<file path="src/rtl/tcsf_pkg.sv">
`default_nettype none
// ----------------------------------------------------------------------------
// tcsf_pkg: shared types, constants and tables of the tone-curve sharpen filter
// Holds the register map, the command that travels from the front end to the
// back end, the tone-curve table and the line-store rotation helpers.
// ----------------------------------------------------------------------------
package tcsf_pkg;

	// Pixel and register widths.
	localparam int PIX_W          = 8;
	localparam int IMAGE_WIDTH_W  = 13;
	localparam int IMAGE_HEIGHT_W = 16;
	localparam int CFG_INDEX_W    = 2;
	localparam int CFG_DATA_W     = 16;

	// Register indexes of the configuration port.
	localparam logic [CFG_INDEX_W-1:0] CFG_IMAGE_WIDTH  = 2'd0;
	localparam logic [CFG_INDEX_W-1:0] CFG_IMAGE_HEIGHT = 2'd1;

	// Register values after reset.
	localparam logic [IMAGE_WIDTH_W-1:0]  RESET_WIDTH  = 13'd640;
	localparam logic [IMAGE_HEIGHT_W-1:0] RESET_HEIGHT = 16'd480;

	// Item kinds on the input tuser bit.
	localparam logic FUNC_PIXEL = 1'b0;
	localparam logic FUNC_DRAIN = 1'b1;

	// Default line length limit and depth of the command queue.
	localparam int MAX_WIDTH_DEFAULT = 4096;
	localparam int QUEUE_DEPTH       = 4;
	localparam int NUM_STORES        = 3;

	// Command for one item, without the column addresses.
	typedef struct packed {
		logic             wr_en;     // write the curved pixel into the current store
		logic             emit;      // the item produces a result
		logic             drain;     // lower neighbor is the center row itself
		logic             first_col; // left neighbor is the center itself
		logic             up_pp;     // upper neighbor comes from the row before last
		logic [1:0]       rot;       // store that receives the current row
		logic [PIX_W-1:0] tone;      // curved input pixel
		logic             eor;
		logic             eof;
	} cmd_t;

	// Tone curve: largest t with t^5 * 2^32 <= v^9, found by a binary search.
	function automatic logic [256*PIX_W-1:0] build_tone_rom();
		logic [256*PIX_W-1:0] rom;
		logic [79:0]          v9;
		logic [79:0]          c5;
		logic [7:0]           t;
		logic [7:0]           cand;
		rom = '0;
		for (int v = 0; v < 256; v++) begin
			v9 = 80'(v);
			for (int k = 1; k < 9; k++) begin
				v9 = v9 * 80'(v);
			end
			t = '0;
			for (int b = 7; b >= 0; b--) begin
				cand = t | 8'(1 << b);
				c5 = 80'(cand);
				for (int k = 1; k < 5; k++) begin
					c5 = c5 * 80'(cand);
				end
				c5 = c5 << 32;
				if (c5 <= v9) begin
					t = cand;
				end
			end
			rom[v*PIX_W +: PIX_W] = t;
		end
		return rom;
	endfunction

	localparam logic [256*PIX_W-1:0] TONE_ROM = build_tone_rom();

	// Store that follows in the rotation.
	function automatic logic [1:0] next_rot(input logic [1:0] rot);
		return (rot == 2'd2) ? 2'd0 : rot + 2'd1;
	endfunction

	// Store holding the previous row (rotation + 2).
	function automatic logic [1:0] prv_index(input logic [1:0] rot);
		return (rot == 2'd0) ? 2'd2 : rot - 2'd1;
	endfunction

endpackage
`default_nettype wire

</file>
<file path="src/rtl/tcsf_queue.sv">
`default_nettype none
// ----------------------------------------------------------------------------
// tcsf_queue: command queue between front end and back end
// A small register FIFO; each side stalls on its own through full and empty.
// ----------------------------------------------------------------------------
module tcsf_queue #(
	parameter int DATA_W = 8,
	parameter int DEPTH  = tcsf_pkg::QUEUE_DEPTH,
	localparam int AW    = (DEPTH > 1) ? $clog2(DEPTH) : 1
) (
	input  logic              clk,
	input  logic              arst_n,
	input  logic              push,
	input  logic [DATA_W-1:0] wdata,
	input  logic              pop,
	output logic [DATA_W-1:0] rdata,
	output logic              full,
	output logic              empty
);

	logic [DATA_W-1:0] mem_q [DEPTH];
	logic [AW-1:0]     wr_ptr_q;
	logic [AW-1:0]     rd_ptr_q;
	logic [AW:0]       count_q;

	// Status from the fill count.
	assign full  = (count_q == (AW+1)'(DEPTH));
	assign empty = (count_q == '0);
	assign rdata = mem_q[rd_ptr_q];

	// Pointers and fill count.
	always_ff @(posedge clk or negedge arst_n) begin
		if (!arst_n) begin
			wr_ptr_q <= '0;
			rd_ptr_q <= '0;
			count_q  <= '0;
		end else begin
			if (push) begin
				wr_ptr_q <= (wr_ptr_q == AW'(DEPTH - 1)) ? '0 : wr_ptr_q + 1'b1;
			end
			if (pop) begin
				rd_ptr_q <= (rd_ptr_q == AW'(DEPTH - 1)) ? '0 : rd_ptr_q + 1'b1;
			end
			if (push && !pop) begin
				count_q <= count_q + 1'b1;
			end else if (pop && !push) begin
				count_q <= count_q - 1'b1;
			end
		end
	end

	// Entry storage.
	always_ff @(posedge clk) begin
		if (push) begin
			mem_q[wr_ptr_q] <= wdata;
		end
	end

	// The fill count rises on each push that comes without a pop.
	a_count_up: assert property (@(posedge clk) disable iff (!arst_n)
		(push && !pop) |=> (count_q == $past(count_q) + 1'b1))
		else $error("queue count did not rise on push");

	a_no_overrun: assert property (@(posedge clk) disable iff (!arst_n)
		!(push && full) && !(pop && empty))
		else $error("queue pushed while full or popped while empty");

endmodule
`default_nettype wire

</file>
<file path="config.mk">
export PLATFORM = sky130hd
export DESIGN_NAME = tcsf_queue
export DESIGN_NICKNAME = d
export VERILOG_FILES = /design/src/rtl/tcsf_pkg.sv /design/src/rtl/tcsf_queue.sv
export SDC_FILE = /design/constraint.sdc
export NUM_CORES = 1
export LEC_CHECK = 0
export ABC_AREA = 1
export BUFFER_PORTS_ARGS = -buffer_cell sky130_fd_sc_hd__buf_2
export CORE_ASPECT_RATIO = 1.1
export CORE_MARGIN = 4
export CORE_UTILIZATION = 30
export CTS_CLUSTER_SIZE = 40
export DETAILED_ROUTE_END_ITERATION = 10
export GPL_TIMING_DRIVEN = 0
export PLACE_DENSITY_LB_ADDON = 0.15
export SLEW_MARGIN = 40
export SYNTH_ARGS = -nofsm -noshare
export SYNTH_HDL_FRONTEND = slang
export SYNTH_SLANG_ARGS = --single-unit
</file>
<file path="constraint.sdc">
create_clock -name clk -period 2.35 [get_ports clk]
set_clock_uncertainty 0.1 [all_clocks]
set_input_delay 0.47 -clock clk [delete_from_list [all_inputs] [get_ports clk]]
set_output_delay 0.47 -clock clk [all_outputs]
set_load 0.01 [all_outputs]
</file>
* Word-level counts from Yosys, hierarchy flattened
Memories as Yosys holds them, arrays and structs flattened.
Index checks and enable logic that the tools add are counted.
** Operators by class
- $add $sub $neg :: 4
- Equality and inequality tests :: 3
- Reduce and logical (&&, ||, !) cells :: 6
- Muxes and demuxes :: 6
** Operators by type and width (count)
- $mux 3 :: 2
- $add 2x1->2 const B :: 2
- $eq 2x2->1 const B :: 2
- $mux 2 :: 2
- $add 3x1->3 const B :: 1
- $eq 3x3->1 const B :: 1
- $logic_not 3->1 :: 1
- $sub 3x1->3 const B :: 1
- $logic_and 1x1->1 :: 2
- $logic_not 1->1 :: 2
- $mux 1 :: 2
- $reduce_bool 2->1 :: 1
** Word-level totals
- Word-level logic and storage cells :: 23
- Input port bits :: 12
- Memory bits (writable) :: 32
- Memories :: 1
- Register bits :: 7
** Memory list
- mem_q :: words 4, bits a word 8, rd ports 1, clocked after memory_dff 0, write ports 1, RTL line tcsf_queue.sv:21 : logic [DATA_W-1:0] mem_q [DEPTH];

* Longest topological paths before layout
- Word-level depth :: 4
- Gate-level depth with buffers :: 9
- Mapped depth without buffers :: 9

* Worst setup path before layout
OpenSTA, ideal clock, no wires.
- Path type :: input -> register
- Start point :: input pop
- End point :: register count_q[2]
- Stages :: 8
- Slack :: 800 ps
- Buffers on the path :: 0
- Setup time :: 117 ps
- Arrival time :: 1333 ps
- Cell sequence :: inv_1 -> ha_1 -> inv_1 -> fa_1 -> nand2_1 -> nand3_1 -> nand2_1 -> nand2_1
** On the way
- Cells in the longest elaborated chain, start to end :: 3
** Ends and longest elaborated chain
- start: declaration :: RTL line tcsf_queue.sv:15 : input logic pop,
- $logic_not 1->1 :: RTL line tcsf_queue.sv:44 : if (push && !pop) begin
- $logic_and 1x1->1 :: RTL line tcsf_queue.sv:44
- $mux 3 / $reduce_bool 2->1 (equally long branches)
- end signal: assignment :: RTL line tcsf_queue.sv:45 : count_q <= count_q + 1'b1;
- end signal: assignment :: RTL line tcsf_queue.sv:47 : count_q <= count_q - 1'b1;
- end: declaration :: RTL line tcsf_queue.sv:24 : logic [AW:0] count_q;
Several ways; a longest one is shown, not always the timed one.
A chain may end at the register's enable or synchronous reset.

* Worst setup path after layout
- Start point :: register rd_ptr_q[0]
- End point :: output rdata[4]
** On the way
- Cells in the longest elaborated chain, start to end :: 1
** Ends and longest elaborated chain
- start: declaration :: RTL line tcsf_queue.sv:23 : logic [AW-1:0] rd_ptr_q;
- start signal: assignment :: RTL line tcsf_queue.sv:42 : rd_ptr_q <= (rd_ptr_q == AW'(DEPTH - 1)) ? '0 : rd_ptr_q + 1'b1;
- $mem_v2 4x8
- end: declaration :: RTL line tcsf_queue.sv:16 : output logic [DATA_W-1:0] rdata,
Every way passes these cells.

==> key figures <==
Place
  – Placed cell area: 0.00191 mm²
  – RePlAce Congestion: 0.720
  – Port Buffers: 21
  – Post-DP HPWL: 2250 µm
  – Dpl ws: 0.549 ns
  – Dpl cells: 241

Setup path
  – Worst Path Required: 1.78 ns
  – Slowest-stage cell, CP: dfrtp_1
  – Crit path cell chain: inv_2 > clkbuf_8 > nand2_1 > o211ai_1 > nand2_1 > buf_2
  – Critical path startpoint category: flip-flop
  – WP data arrival: 1.40 ns
  – Max FO, Critical Path: 10
  – Cell family with most CP delay: buffers and inverters
  – CP max stage delay: 0.41 ns
  – Critical path startpoint: rd_ptr_q[0]
  – CP bufs+invs: 3
  – Most frequent CP cell: nand2_1
  – Element type at the critical path end: output pin
  – Reg2reg start: wr_ptr_q[0]
  – Kind of critical path: reg2out

Power and ir drop
  – Power, Total: 2.21 mW
  – Switching power: 0.771 mW
  – Clk network pwr share: 0.204
  – Net Sw Frac: 0.348
  – Combinational Power Share: 0.353
  – Maximum VDD drop: 0.000446 V
  – Seq pwr share: 0.443
  – Leakage: 0.895 nW
  – Int Pwr: 1.44 mW
  – PwrDens: 1100 mW/mm²

Timing
  – # setup viols final: 0
  – WHS: 0.295 ns
  – Final hold vios: 0
  – Relative slew margins: 0.726
  – Setup TNS Final: 0 ns
  – RSZ-0062 raised after global routing: false
  – Slew Viols, Final: 0
  – PnR worst setup slack: 0.379 ns
  – Tcrit/Tclk final: 0.839
  – Min Tclk post-route: 1.97 ns
  – Fmax: 0.507 GHz
  – Slew @ Worst Pin: 0.411 ns

GRT
  – Total global routing overflow: 0
  – Initial antenna violation count: 0
  – Vias in the first global route: 1,117
  – Total track usage: 0.105
  – Largest net degree at the start of global routing: 13
  – First-pass GRT wire length: 5350 µm

Synthesis
  – Synth warn: 0
  – EDFF count, synth: 32
  – Synth Net Count: 164
  – Synthesized area per cell: 11.8 µm²
  – Top cells by area, synth: edfxtp_1 (56%), dfrtp_1 (10%), nand2_1 (8.8%), o211ai_1 (7.0%), inv_1 (5.9%)
  – Most frequent cells after synthesis: nand2_1 (40), edfxtp_1 (32), inv_1 (27)
  – Cells after Synth: 145
  – Top-count cell post-synth: nand2_1
  – Flops & latches, synth: 39
  – Top-area cell type share of the netlist area: 0.563
  – Main synth FF type: edfxtp_1
  – Synth cell types: 18
  – Cell accounting for the most synthesized area: edfxtp_1
  – Synthesized area: 0.00171 mm²
  – Post-synth ARST share: 0.179
  – Post-synthesis sequential area ratio: 0.665

CTS
  – Hold buffer count at CTS: 1
  – H-tree depth: 2
  – Setup Buffers After CTS: 0
  – Clock insertion delay at the later pin of the skew report: 0.28 ns
  – Post-CTS Resized: 0
  – Clk slew on worst S/H paths: 0.07 ns
  – CTS Buffer Depth: 2
  – CTS tree: yes
  – CTS Buf Count: 5
  – Clock net sink count: 39
  – Root Buffer: clkbuf_8

Drt
  – Routed len/inst: 12.9 µm
  – Routed via count: 1,062
  – Residual DRC: 0
  – Routed wire length: 3230 µm
  – Drt first pass iters: 4
  – Post-DR vias/cell: 4.25
  – Detail Route Antenna Nets: 0
  – DR iter-0 viols: 43

Layout
  – FILL cells: 582
  – Finished Core Util: 0.367
  – Share of cells above drive strength 1: 0.194
  – Fin nets: 193
  – Post-Layout Inst Area: 0.00201 mm²
  – Area grow syn2layout: 17.6%
  – Diodes inserted: 0
  – Seq. cell area: 0.00114 mm²
  – Final cell count without fillers: 250
  – Multi-input gate area: 419 µm²

Die
  – Row count: 28
  – DIE AREA: 0.00697 mm²
  – Die H: 87.1 µm
  – Initial Util: 0.312
  – DIE WIDTH: 79.9 µm
  – Top Ports: 22
  – Core Footprint: 0.00547 mm²

Hold path
  – Hold WC Path Type: in2reg
  – Worst hold path startpoint: wdata[7]

Job
  – MaxCap Viol Count: 0

Status
  – Status: finished clean
final timing paths:
path                               end  cells past startpoint  slack (ns)
min reg2reg                 count_q[2]                      2        0.42
max                           rdata[4]                      6        0.38
min                        mem_q[1][7]                      1        0.29
min in group asynchronous  rd_ptr_q[0]                      2        0.44
max in group asynchronous  wr_ptr_q[1]                      2        1.56
max reg2reg                mem_q[0][2]                      4        0.88
flip-flops by register name (all words and copies together), names as in the netlist:
register  count
rd_ptr_q      2
mem_q        32
count_q       3
wr_ptr_q      2
placed cells by master (no fill, tap or decap), types with 2 or more instances in the layout:
master    count
o21ai_0       3
nand2_1      40
edfxtp_1     32
nor3_1        2
dfrtp_1       7
buf_2        21
inv_2         2
inv_1        27
clkbuf_8      7
buf_6         2
o211ai_1     16
ha_1          6
worst reg2reg max path, stage by stage (launching register included):
cell     delay (ns)
dfrtp_1        0.41
inv_1          0.11
ha_1           0.15
nand2_1        0.04
inv_1          0.31
power by group through the flow:
stage / sequential (mW) / clock [mW] / combinational, mW
3_5_place_dp: 0.997 / 0 / 0.802
5_1_grt: 0.997 / 0.493 / 0.900
3_3_place_gp: 0.988 / 0 / 0.785
6_report: 0.981 / 0.452 / 0.782
4_1_cts: 0.983 / 0.469 / 0.807
2_1_floorplan: 0.979 / 0 / 0.530
cells by family (layout without fill, tap and decap cells):
| family | count (synthesis) | count (layout) | share of synthesized area |
|---|---|---|---|
| AO/OA/AOI/OAI | 20 | 20 | 0.0820 |
| buffers and inverters | 33 | 63 | 0.0894 |
| AND/OR/NAND/NOR | 45 | 45 | 0.103 |
| adder cells (fa/ha/maj) | 7 | 7 | 0.0557 |
| XOR/XNOR | 1 | 1 | 0.00513 |
| flip-flops | 39 | 39 | 0.665 |
metal layers:
metal / vias up / track usage / wire (µm)
li1: 540 / - / -
met1: 493 / 0.114 / 1340
met2: 22 / 0.181 / 1690
met3: 7 / 0.0414 / 140
met4: 0 / 0.0445 / 59
met5: - / 0 / 0
final cells by class:
class / count / share of cell area
tap: 75 / 0.0467
inverter: 29 / 0.0542
clock inverter: 1 / 0.00249
timing repair buffer: 22 / 0.0573
sequential: 39 / 0.566
buffer: 4 / 0.0218
clock buffer: 7 / 0.0430
multi-input combinational: 73 / 0.209
No activity file was read; power rests on OpenSTA's default activity.
