## config.mk

```make
export PLATFORM = sky130hd
export DESIGN_NAME = tcsf_front
export DESIGN_NICKNAME = d
export VERILOG_FILES = /design/src/rtl/tcsf_pkg.sv /design/src/rtl/tcsf_front.sv
export SDC_FILE = /design/constraint.sdc
export NUM_CORES = 1
export LEC_CHECK = 0
export BUFFER_PORTS_ARGS = -buffer_cell sky130_fd_sc_hd__buf_2
export CORE_MARGIN = 3
export CORE_UTILIZATION = 50
export DETAILED_ROUTE_END_ITERATION = 16
export GPL_TIMING_DRIVEN = 0
export HOLD_SLACK_MARGIN = 0.12
export PLACE_DENSITY = 0.79
export SYNTH_ARGS = -nofsm -noshare
export SYNTH_HDL_FRONTEND = slang
export SYNTH_SLANG_ARGS = --single-unit
```

## constraint.sdc

```tcl
create_clock -name clk -period 11.2 [get_ports clk]
set_input_delay 0.56 -clock clk [delete_from_list [all_inputs] [get_ports clk]]
set_output_delay 0.56 -clock clk [all_outputs]
set_load 0.05 [all_outputs]
```

## src/rtl/tcsf_pkg.sv

```systemverilog
`default_nettype none
// ----------------------------------------------------------------------------
// tcsf_pkg: shared types, constants and tables of the tone-curve sharpen filter
// Holds the register map, the command that travels from the front end to the
// back end, the tone-curve table and the line-store rotation helpers.
// ----------------------------------------------------------------------------
package tcsf_pkg;

	// Pixel and register widths.
	localparam int PIX_W          = 8;
	localparam int IMAGE_WIDTH_W  = 13;
	localparam int IMAGE_HEIGHT_W = 16;
	localparam int CFG_INDEX_W    = 2;
	localparam int CFG_DATA_W     = 16;

	// Register indexes of the configuration port.
	localparam logic [CFG_INDEX_W-1:0] CFG_IMAGE_WIDTH  = 2'd0;
	localparam logic [CFG_INDEX_W-1:0] CFG_IMAGE_HEIGHT = 2'd1;

	// Register values after reset.
	localparam logic [IMAGE_WIDTH_W-1:0]  RESET_WIDTH  = 13'd640;
	localparam logic [IMAGE_HEIGHT_W-1:0] RESET_HEIGHT = 16'd480;

	// Item kinds on the input tuser bit.
	localparam logic FUNC_PIXEL = 1'b0;
	localparam logic FUNC_DRAIN = 1'b1;

	// Default line length limit and depth of the command queue.
	localparam int MAX_WIDTH_DEFAULT = 4096;
	localparam int QUEUE_DEPTH       = 4;
	localparam int NUM_STORES        = 3;

	// Command for one item, without the column addresses.
	typedef struct packed {
		logic             wr_en;     // write the curved pixel into the current store
		logic             emit;      // the item produces a result
		logic             drain;     // lower neighbor is the center row itself
		logic             first_col; // left neighbor is the center itself
		logic             up_pp;     // upper neighbor comes from the row before last
		logic [1:0]       rot;       // store that receives the current row
		logic [PIX_W-1:0] tone;      // curved input pixel
		logic             eor;
		logic             eof;
	} cmd_t;

	// Tone curve: largest t with t^5 * 2^32 <= v^9, found by a binary search.
	function automatic logic [256*PIX_W-1:0] build_tone_rom();
		logic [256*PIX_W-1:0] rom;
		logic [79:0]          v9;
		logic [79:0]          c5;
		logic [7:0]           t;
		logic [7:0]           cand;
		rom = '0;
		for (int v = 0; v < 256; v++) begin
			v9 = 80'(v);
			for (int k = 1; k < 9; k++) begin
				v9 = v9 * 80'(v);
			end
			t = '0;
			for (int b = 7; b >= 0; b--) begin
				cand = t | 8'(1 << b);
				c5 = 80'(cand);
				for (int k = 1; k < 5; k++) begin
					c5 = c5 * 80'(cand);
				end
				c5 = c5 << 32;
				if (c5 <= v9) begin
					t = cand;
				end
			end
			rom[v*PIX_W +: PIX_W] = t;
		end
		return rom;
	endfunction

	localparam logic [256*PIX_W-1:0] TONE_ROM = build_tone_rom();

	// Store that follows in the rotation.
	function automatic logic [1:0] next_rot(input logic [1:0] rot);
		return (rot == 2'd2) ? 2'd0 : rot + 2'd1;
	endfunction

	// Store holding the previous row (rotation + 2).
	function automatic logic [1:0] prv_index(input logic [1:0] rot);
		return (rot == 2'd0) ? 2'd2 : rot - 2'd1;
	endfunction

endpackage
`default_nettype wire

```

## src/rtl/tcsf_front.sv

```systemverilog
`default_nettype none
// ----------------------------------------------------------------------------
// tcsf_front: item intake and classification
// Holds the frame registers and the raster position, maps pixels through the
// tone curve and turns each accepted item that fits the frame into a back-end command.
// ----------------------------------------------------------------------------
module tcsf_front #(
	parameter int MAX_WIDTH = tcsf_pkg::MAX_WIDTH_DEFAULT,
	localparam int XW       = (MAX_WIDTH > 1) ? $clog2(MAX_WIDTH) : 1,
	localparam int XW1      = XW + 1
) (
	input  logic                               clk,
	input  logic                               arst_n,
	input  logic                               cfg_we,
	input  logic [tcsf_pkg::CFG_INDEX_W-1:0]   cfg_index,
	input  logic [tcsf_pkg::CFG_DATA_W-1:0]    cfg_wdata,
	input  logic                               s_axis_tvalid,
	output logic                               s_axis_tready,
	input  logic [tcsf_pkg::PIX_W-1:0]         s_axis_tdata,
	input  logic                               s_axis_tuser,
	input  logic                               q_full,
	output logic                               push,
	output tcsf_pkg::cmd_t                     cmd,
	output logic [XW-1:0]                      x,
	output logic [XW-1:0]                      xr
);

	logic [tcsf_pkg::IMAGE_WIDTH_W-1:0]  width_q;
	logic [tcsf_pkg::IMAGE_HEIGHT_W-1:0] height_q;
	logic [XW-1:0]                       col_q;
	logic [XW-1:0]                       dcol_q;
	logic [tcsf_pkg::IMAGE_HEIGHT_W-1:0] row_q;
	logic [1:0]                          rot_q;

	logic [XW1-1:0]                      eff_w;
	logic [tcsf_pkg::IMAGE_HEIGHT_W-1:0] eff_h;
	logic                                accept;
	logic                                is_drain;
	logic                                pix_ok;
	logic                                drn_ok;
	logic [XW-1:0]                       pos;
	logic [XW1-1:0]                      pos_inc;
	logic                                last;

	// Width and height as used: zero acts as one, width is capped.
	always_comb begin
		if (width_q == '0) begin
			eff_w = XW1'(1);
		end else if (32'(width_q) > 32'(MAX_WIDTH)) begin
			eff_w = XW1'(MAX_WIDTH);
		end else begin
			eff_w = XW1'(width_q);
		end
		eff_h = (height_q == '0) ? tcsf_pkg::IMAGE_HEIGHT_W'(1) : height_q;
	end

	// Classify the item against the raster position.
	assign s_axis_tready = !q_full;
	assign accept        = s_axis_tvalid && s_axis_tready;
	assign is_drain      = (s_axis_tuser == tcsf_pkg::FUNC_DRAIN);
	assign pix_ok        = !is_drain && (row_q < eff_h) && (XW1'(col_q) < eff_w);
	assign drn_ok        = is_drain && (row_q >= eff_h) && (XW1'(dcol_q) < eff_w);
	assign pos           = is_drain ? dcol_q : col_q;
	assign pos_inc       = XW1'(pos) + XW1'(1);
	assign last          = (pos_inc == eff_w);
	assign push          = accept && (pix_ok || drn_ok);

	// Command fields and column addresses, right edge repeated.
	always_comb begin
		x             = pos;
		xr            = (pos_inc < eff_w) ? pos_inc[XW-1:0] : pos;
		cmd.wr_en     = !is_drain;
		cmd.emit      = is_drain || (row_q != '0);
		cmd.drain     = is_drain;
		cmd.first_col = (pos == '0);
		cmd.up_pp     = is_drain ? (eff_h >= tcsf_pkg::IMAGE_HEIGHT_W'(2))
		                         : (row_q >= tcsf_pkg::IMAGE_HEIGHT_W'(2));
		cmd.rot       = rot_q;
		cmd.tone      = tcsf_pkg::TONE_ROM[{s_axis_tdata, 3'b000} +: tcsf_pkg::PIX_W];
		cmd.eor       = last;
		cmd.eof       = is_drain && last;
	end

	// Frame registers and raster position.
	always_ff @(posedge clk or negedge arst_n) begin
		if (!arst_n) begin
			width_q  <= tcsf_pkg::RESET_WIDTH;
			height_q <= tcsf_pkg::RESET_HEIGHT;
			col_q    <= '0;
			dcol_q   <= '0;
			row_q    <= '0;
			rot_q    <= '0;
		end else if (cfg_we) begin
			priority if (cfg_index == tcsf_pkg::CFG_IMAGE_WIDTH) begin
				width_q <= cfg_wdata[tcsf_pkg::IMAGE_WIDTH_W-1:0];
				col_q   <= '0;
				dcol_q  <= '0;
				row_q   <= '0;
			end else if (cfg_index == tcsf_pkg::CFG_IMAGE_HEIGHT) begin
				height_q <= cfg_wdata[tcsf_pkg::IMAGE_HEIGHT_W-1:0];
				col_q    <= '0;
				dcol_q   <= '0;
				row_q    <= '0;
			end else begin
				width_q <= width_q;
			end
		end else if (push) begin
			if (!is_drain) begin
				if (last) begin
					col_q <= '0;
					row_q <= row_q + 1'b1;
					rot_q <= tcsf_pkg::next_rot(rot_q);
				end else begin
					col_q <= pos_inc[XW-1:0];
				end
			end else begin
				if (last) begin
					dcol_q <= '0;
					row_q  <= '0;
					col_q  <= '0;
				end else begin
					dcol_q <= pos_inc[XW-1:0];
				end
			end
		end
	end

	// An item that is dropped leaves the raster position alone.
	a_drop_keeps_pos: assert property (@(posedge clk) disable iff (!arst_n)
		(accept && !push && !cfg_we) |=>
		($stable(row_q) && $stable(col_q) && $stable(dcol_q) && $stable(rot_q)))
		else $error("dropped item moved the raster position");

	a_eof_on_drain: assert property (@(posedge clk) disable iff (!arst_n)
		(push && cmd.eof) |-> (cmd.drain && cmd.eor && !cmd.wr_en))
		else $error("frame end flagged on a non-drain item");

endmodule
`default_nettype wire

```

After elaboration in Yosys (flattened, before gate mapping) --
Index checks and enable logic that the tools add are counted.
Word-level totals: bits of input ports 32, logic and storage cells 75, register bits after elaboration 71
Operators by class: eq/ne operators 5, $add $sub $neg 3, shifts and indexed selects 1, bitwise gates (word level) 3, $lt $le $gt $ge 8, mux-type cells 24, reductions and logical operators 25
Operators with widths (count):
- variable part select 2048 x 12 -> 8 bit (first input constant) | 1
- 2-to-1 mux 12 bit | 12
- 2-to-1 mux 16 bit | 8
- >= comparator 16 x 2 -> 1 bit (second input constant) | 2
- < comparator 12 x 13 -> 1 bit | 2
- 2-to-1 mux 13 bit | 2
- adder 16 x 1 -> 16 bit (second input constant) | 1
- >= comparator 16 bit | 1
- logical NOT 16 bit | 1
- < comparator 16 bit | 1
- nonzero test 16 bit | 1
- adder 12 x 1 -> 13 bit (second input constant) | 1
- == test 13 bit | 1
- greater-than comparator 13 bit (second input constant) | 1
- logical NOT 13 bit | 1
- < comparator 13 bit | 1
- logical NOT 12 bit | 1
- AND reduction 3 bit | 4
- logical AND 1 bit | 7
- nonzero test 2 bit | 3
- AND reduction 4 bit | 1
- inequality test 3 x 1 -> 1 bit (second input constant) | 1
- inequality test 3 x 2 -> 1 bit (second input constant) | 1
- inverter 1 bit | 3
- other kinds (9) | 11

Depth between registers and ports, before layout --
depth after elaboration 9, depth in mapped cells 20, gate-level depth less buffers 16

Worst setup path after synthesis --
OpenSTA, ideal clock, no wires.
kind input to output, from input port s_axis_tuser, to output port xr[10], buffers on the path 4, data arrival time 5.728 ns, path slack 4.912 ns, cell stages on the path 19, cells stage by stage buf_2 > buf_6 > clkbuf_1 > mux2i_1 > inv_1 > ha_1 > o21ai_1 > or3_1 > or3_1 > or3_1 > xnor2_1 > ha_1 > and4_1 > nand4_1 > a221o_1 > o21ai_0 > clkbuf_1 > nor2_1 > xnor2_1
On the way: longest elaborated chain between the ends 4
RTL lines:
- start: declaration | line tcsf_front.sv:20 | input logic s_axis_tuser,
- 2-to-1 mux 12 bit * | line tcsf_front.sv:63 | assign pos = is_drain ? dcol_q : col_q;
- net x[0] | line tcsf_front.sv:24 | output logic [XW-1:0] x,
- adder 12 x 1 -> 13 bit * | line tcsf_front.sv:64 | assign pos_inc = XW1'(pos) + XW1'(1);
- < comparator 13 bit | line tcsf_front.sv:71 | xr = (pos_inc < eff_w) ? pos_inc[XW-1:0] : pos;
- 2-to-1 mux 12 bit * | line tcsf_front.sv:71
- end: declaration | line tcsf_front.sv:25 | output logic [XW-1:0] xr
Mark *: on every way through the listed nets, which the timed path passes. The rest lies on a longest branch.

Worst setup path after layout --
from input port s_axis_tuser, to output port xr[4]
On the way: longest elaborated chain between the ends 4
RTL lines (line):
- 2-to-1 mux 12 bit * | tcsf_front.sv:63
- adder 12 x 1 -> 13 bit | tcsf_front.sv:64
- < comparator 13 bit | tcsf_front.sv:71
- 2-to-1 mux 12 bit * | tcsf_front.sv:71
Every way passes the cells marked *; elsewhere a longest branch is shown, timed or not.

==> flow_metrics.py <==
metrics = {
    "clock_tree": {
        "ctsHoldBuffers": 0,
        "clk_path_buf_depth": 2,
        "numClockSinks": 71,
        "post-cts-setup-buffer-count": 0,
        "clk_latency_ns": 0.34,
        "ctsResizeCount": 0,
        "cts.clk_slew.worst_paths_ns": 0.06,
        "cts_tree": "built",
        "cts_max_level": 3,
        "cts_buffers": 9,
        "cts-root-buf": "clkbuf_16",
    },
    "power": {
        "switchingPower_uw": 339,
        "power_frac_comb_pct": 31.5,
        "pwr-share-clk_pct": 34.6,
        "power-per-cell-area_mw_per_mm2": 126,
        "p_seq_share_pct": 33.9,
        "ir_drop_mv": 0.107,
        "p_leak_uw": 0.00360,
        "p_total_uw": 963,
        "p_int_uw": 624,
        "p_sw_share_pct": 35.2,
    },
    "floorplanning": {
        "rows": 41,
        "die_w_um": 122,
        "dieHeight_um": 122,
        "start_util_pct": 52.3,
        "core_mm2": 0.0129,
        "pin_count": 75,
        "die_area_mm2": 0.0149,
    },
    "synth": {
        "yosysTopAreaCellShare_pct": 24.2,
        "syn_area_mm2": 0.00673,
        "synth_edf_count": 0,
        "synth_common_cells": "95 x nand2_1, 66 x ha_1, 65 x dfrtp_1",
        "synthArstFlopShare_pct": 100,
        "synthFlopType": "dfrtp_1",
        "synth_area_leader_cell": "dfrtp_1",
        "ys_top_cells_by_area": "dfrtp_1 24%, ha_1 12%, nand2_1 5.3%, mux2_2 5.2%, mux2i_1 4.5%",
        "synth_seq_cells": 71,
        "avgSynthCellArea_um2": 8.26,
        "synth_cell_types": 71,
        "ys_seq_area_share_pct": 26.5,
        "synth_most_common_cell": "nand2_1",
        "yosysWarnings": 0,
        "synthCells": 815,
        "synth_fp_nets": 913,
    },
    "finish": {
        "fin_nets": 992,
        "drive_above_1_share_pct": 16.9,
        "fin_cells": 1071,
        "final_util_pct": 59.3,
        "n_antenna_cell": 0,
        "fillCellCount": 1159,
        "area_growth_pct": 13.5,
    },
    "timing": {
        "worstMarginPinSlew_ns": 0.896,
        "setup_viol": 0,
        "slew_headroom_pct": 40.3,
        "tns_ns": 0,
        "slew_viol_final": 0,
        "hold_viol_final": 0,
        "fin_crit_sh_pct": 58.7,
        "fin_crit_ns": 6.58,
        "rsz0062_at_grt": "false",
        "finClkSkew_ns": 0.00811,
        "fmax_mhz": 152,
    },
    "route": {
        "vias_per_cell": 6.21,
        "drtIter0Drc": 889,
        "firstDrtPassIters": 8,
        "vias": 6656,
        "wl_per_cell_um": 18.8,
        "drt-total-wl_um": 20100,
        "drc": 0,
        "antenna_left": 0,
    },
    "setup_path": {
        "start_kind": "primary input",
        "crit_chain": "buf_2, buf_6, clkbuf_1, mux2i_1, inv_1, ha_1, o21ai_1, or3_1, or3_1, or3_1, xnor2_1, ha_1, and4_1, nand4_1, a221o_1, o21ai_0, clkbuf_1, nor2_1, xnor2_1, buf_2",
        "cp_common_cell": "or3_1",
        "crit_type": "in2out",
        "cp_max_fo": 10,
        "cp.required_ns": 10.64,
        "critPathMaxStageDelay_ns": 0.47,
        "reg2reg_depth": 16,
        "crit_arrival_ns": 6.02,
        "slowest_stage": "clkbuf_1",
        "end_kind": "output port",
    },
    "grt": {
        "grt_max_degree": 72,
        "first_global_vias": 6118,
        "antenna_found_initial": 0,
        "grt_pass1_wl_um": 31800,
        "track_usage_pct": 26.9,
        "globalRoute.totalOverflow": 0,
    },
    "job": {
        "cap_violations": 0,
    },
    "placement": {
        "hpwl_um": 15200,
        "gp_congestion": 0.997,
        "dp.cells": 1055,
        "io_buffers": 68,
    },
    "status": {
        "outcome": "complete, no violations",
    },
    "hold_path": {
        "hold_class": "in2async",
    },
}
[placed cells by master (no fill, tap or decap), types with 31 or more instances in the layout]
master	Yosys	layout
nor2_1	60	60
dfrtp_1	65	65
clkbuf_1	38	39
ha_1	66	66
mux2_2	31	31
a21oi_1	54	54
buf_2	3	70
nand2_1	95	95
o21ai_0	36	36
inv_1	47	47
[layout make-up]
class	count	area, um2	area share, %
inverters	48	180	2.36
flip-flops and latches	71	1780	23.4
plain buffers	57	263	3.44
clock buffers	11	243	3.18
clock inverters	5	105	1.38
multi-input cells	639	4500	59.0
well taps	172	215	2.82
repair buffers	68	343	4.49
[worst max-delay path: cells and delay by family]
kind	cells	cell delay [ns]
adders and majority gates	2	0.46
xor gates and xnor gates	2	0.51
muxes	1	0.23
and+or+nand+nor	6	1.66
AOI/OAI and AO/OA	3	0.83
buffers and inverters	6	1.76
[registers in the layout, summed over array words and instances, names as in the netlist]
| register | cells |
|---|---|
| col_q | 12 |
| dcol_q | 12 |
| height_q | 16 |
| rot_q | 2 |
| row_q | 16 |
| width_q | 13 |
[routing by layer]
metal  share of wire [%]  vias up  track usage [%]
met1                  43     3121             36.3
li1                    -     3117                -
met2                  47      365             44.1
met5                   0        -                0
met4                 3.0        0             11.1
met3                 7.6       53             2.92
[final timing paths]
check | slack (ns) | endpoint | start
max | 4.62 | xr[4] | s_axis_tuser
min | 0.31 | dcol_q[3] | arst_n
max reg2reg | 5.99 | row_q[11] | dcol_q[0]
min reg2reg | 0.51 | height_q[0] | height_q[0]
max in group asynchronous | 10.27 | rot_q[1] | arst_n
min in group clk | 0.45 | height_q[15] | cfg_wdata[15]
[power groups by stage]
stage | combinational (uW) | sequential, uW | clock, uW
4_1_cts | 299 | 325 | 337
6_report | 303 | 326 | 333
2_1_floorplan | 213 | 327 | 0
3_5_place_dp | 297 | 329 | 0
5_1_grt | 331 | 330 | 344
3_3_place_gp | 293 | 328 | 0
[cell families (layout without fill, tap and decap cells)]
logic type	after synthesis	count (layout)	synth area share (%)
fa+ha+maj	67	67	12.4
mux	64	64	10.7
buf+inv	105	189	6.58
xor+xnor	24	24	3.12
compound gates	210	210	21.3
flops	71	71	26.5
simple gates	274	274	19.4
[per-stage QoR]
stage	setup WS, ns	cell area [um2]	hold slack (ns)
2_1_floorplan	4.91	6730	0.264
3_3_place_gp	4.75	7290	0.485
3_5_place_dp	4.76	7290	0.500
4_1_cts	4.71	7640	0.374
5_1_grt	4.42	7640	0.414
6_report	4.62	7640	0.307
(Power assumes the default switching activity.)
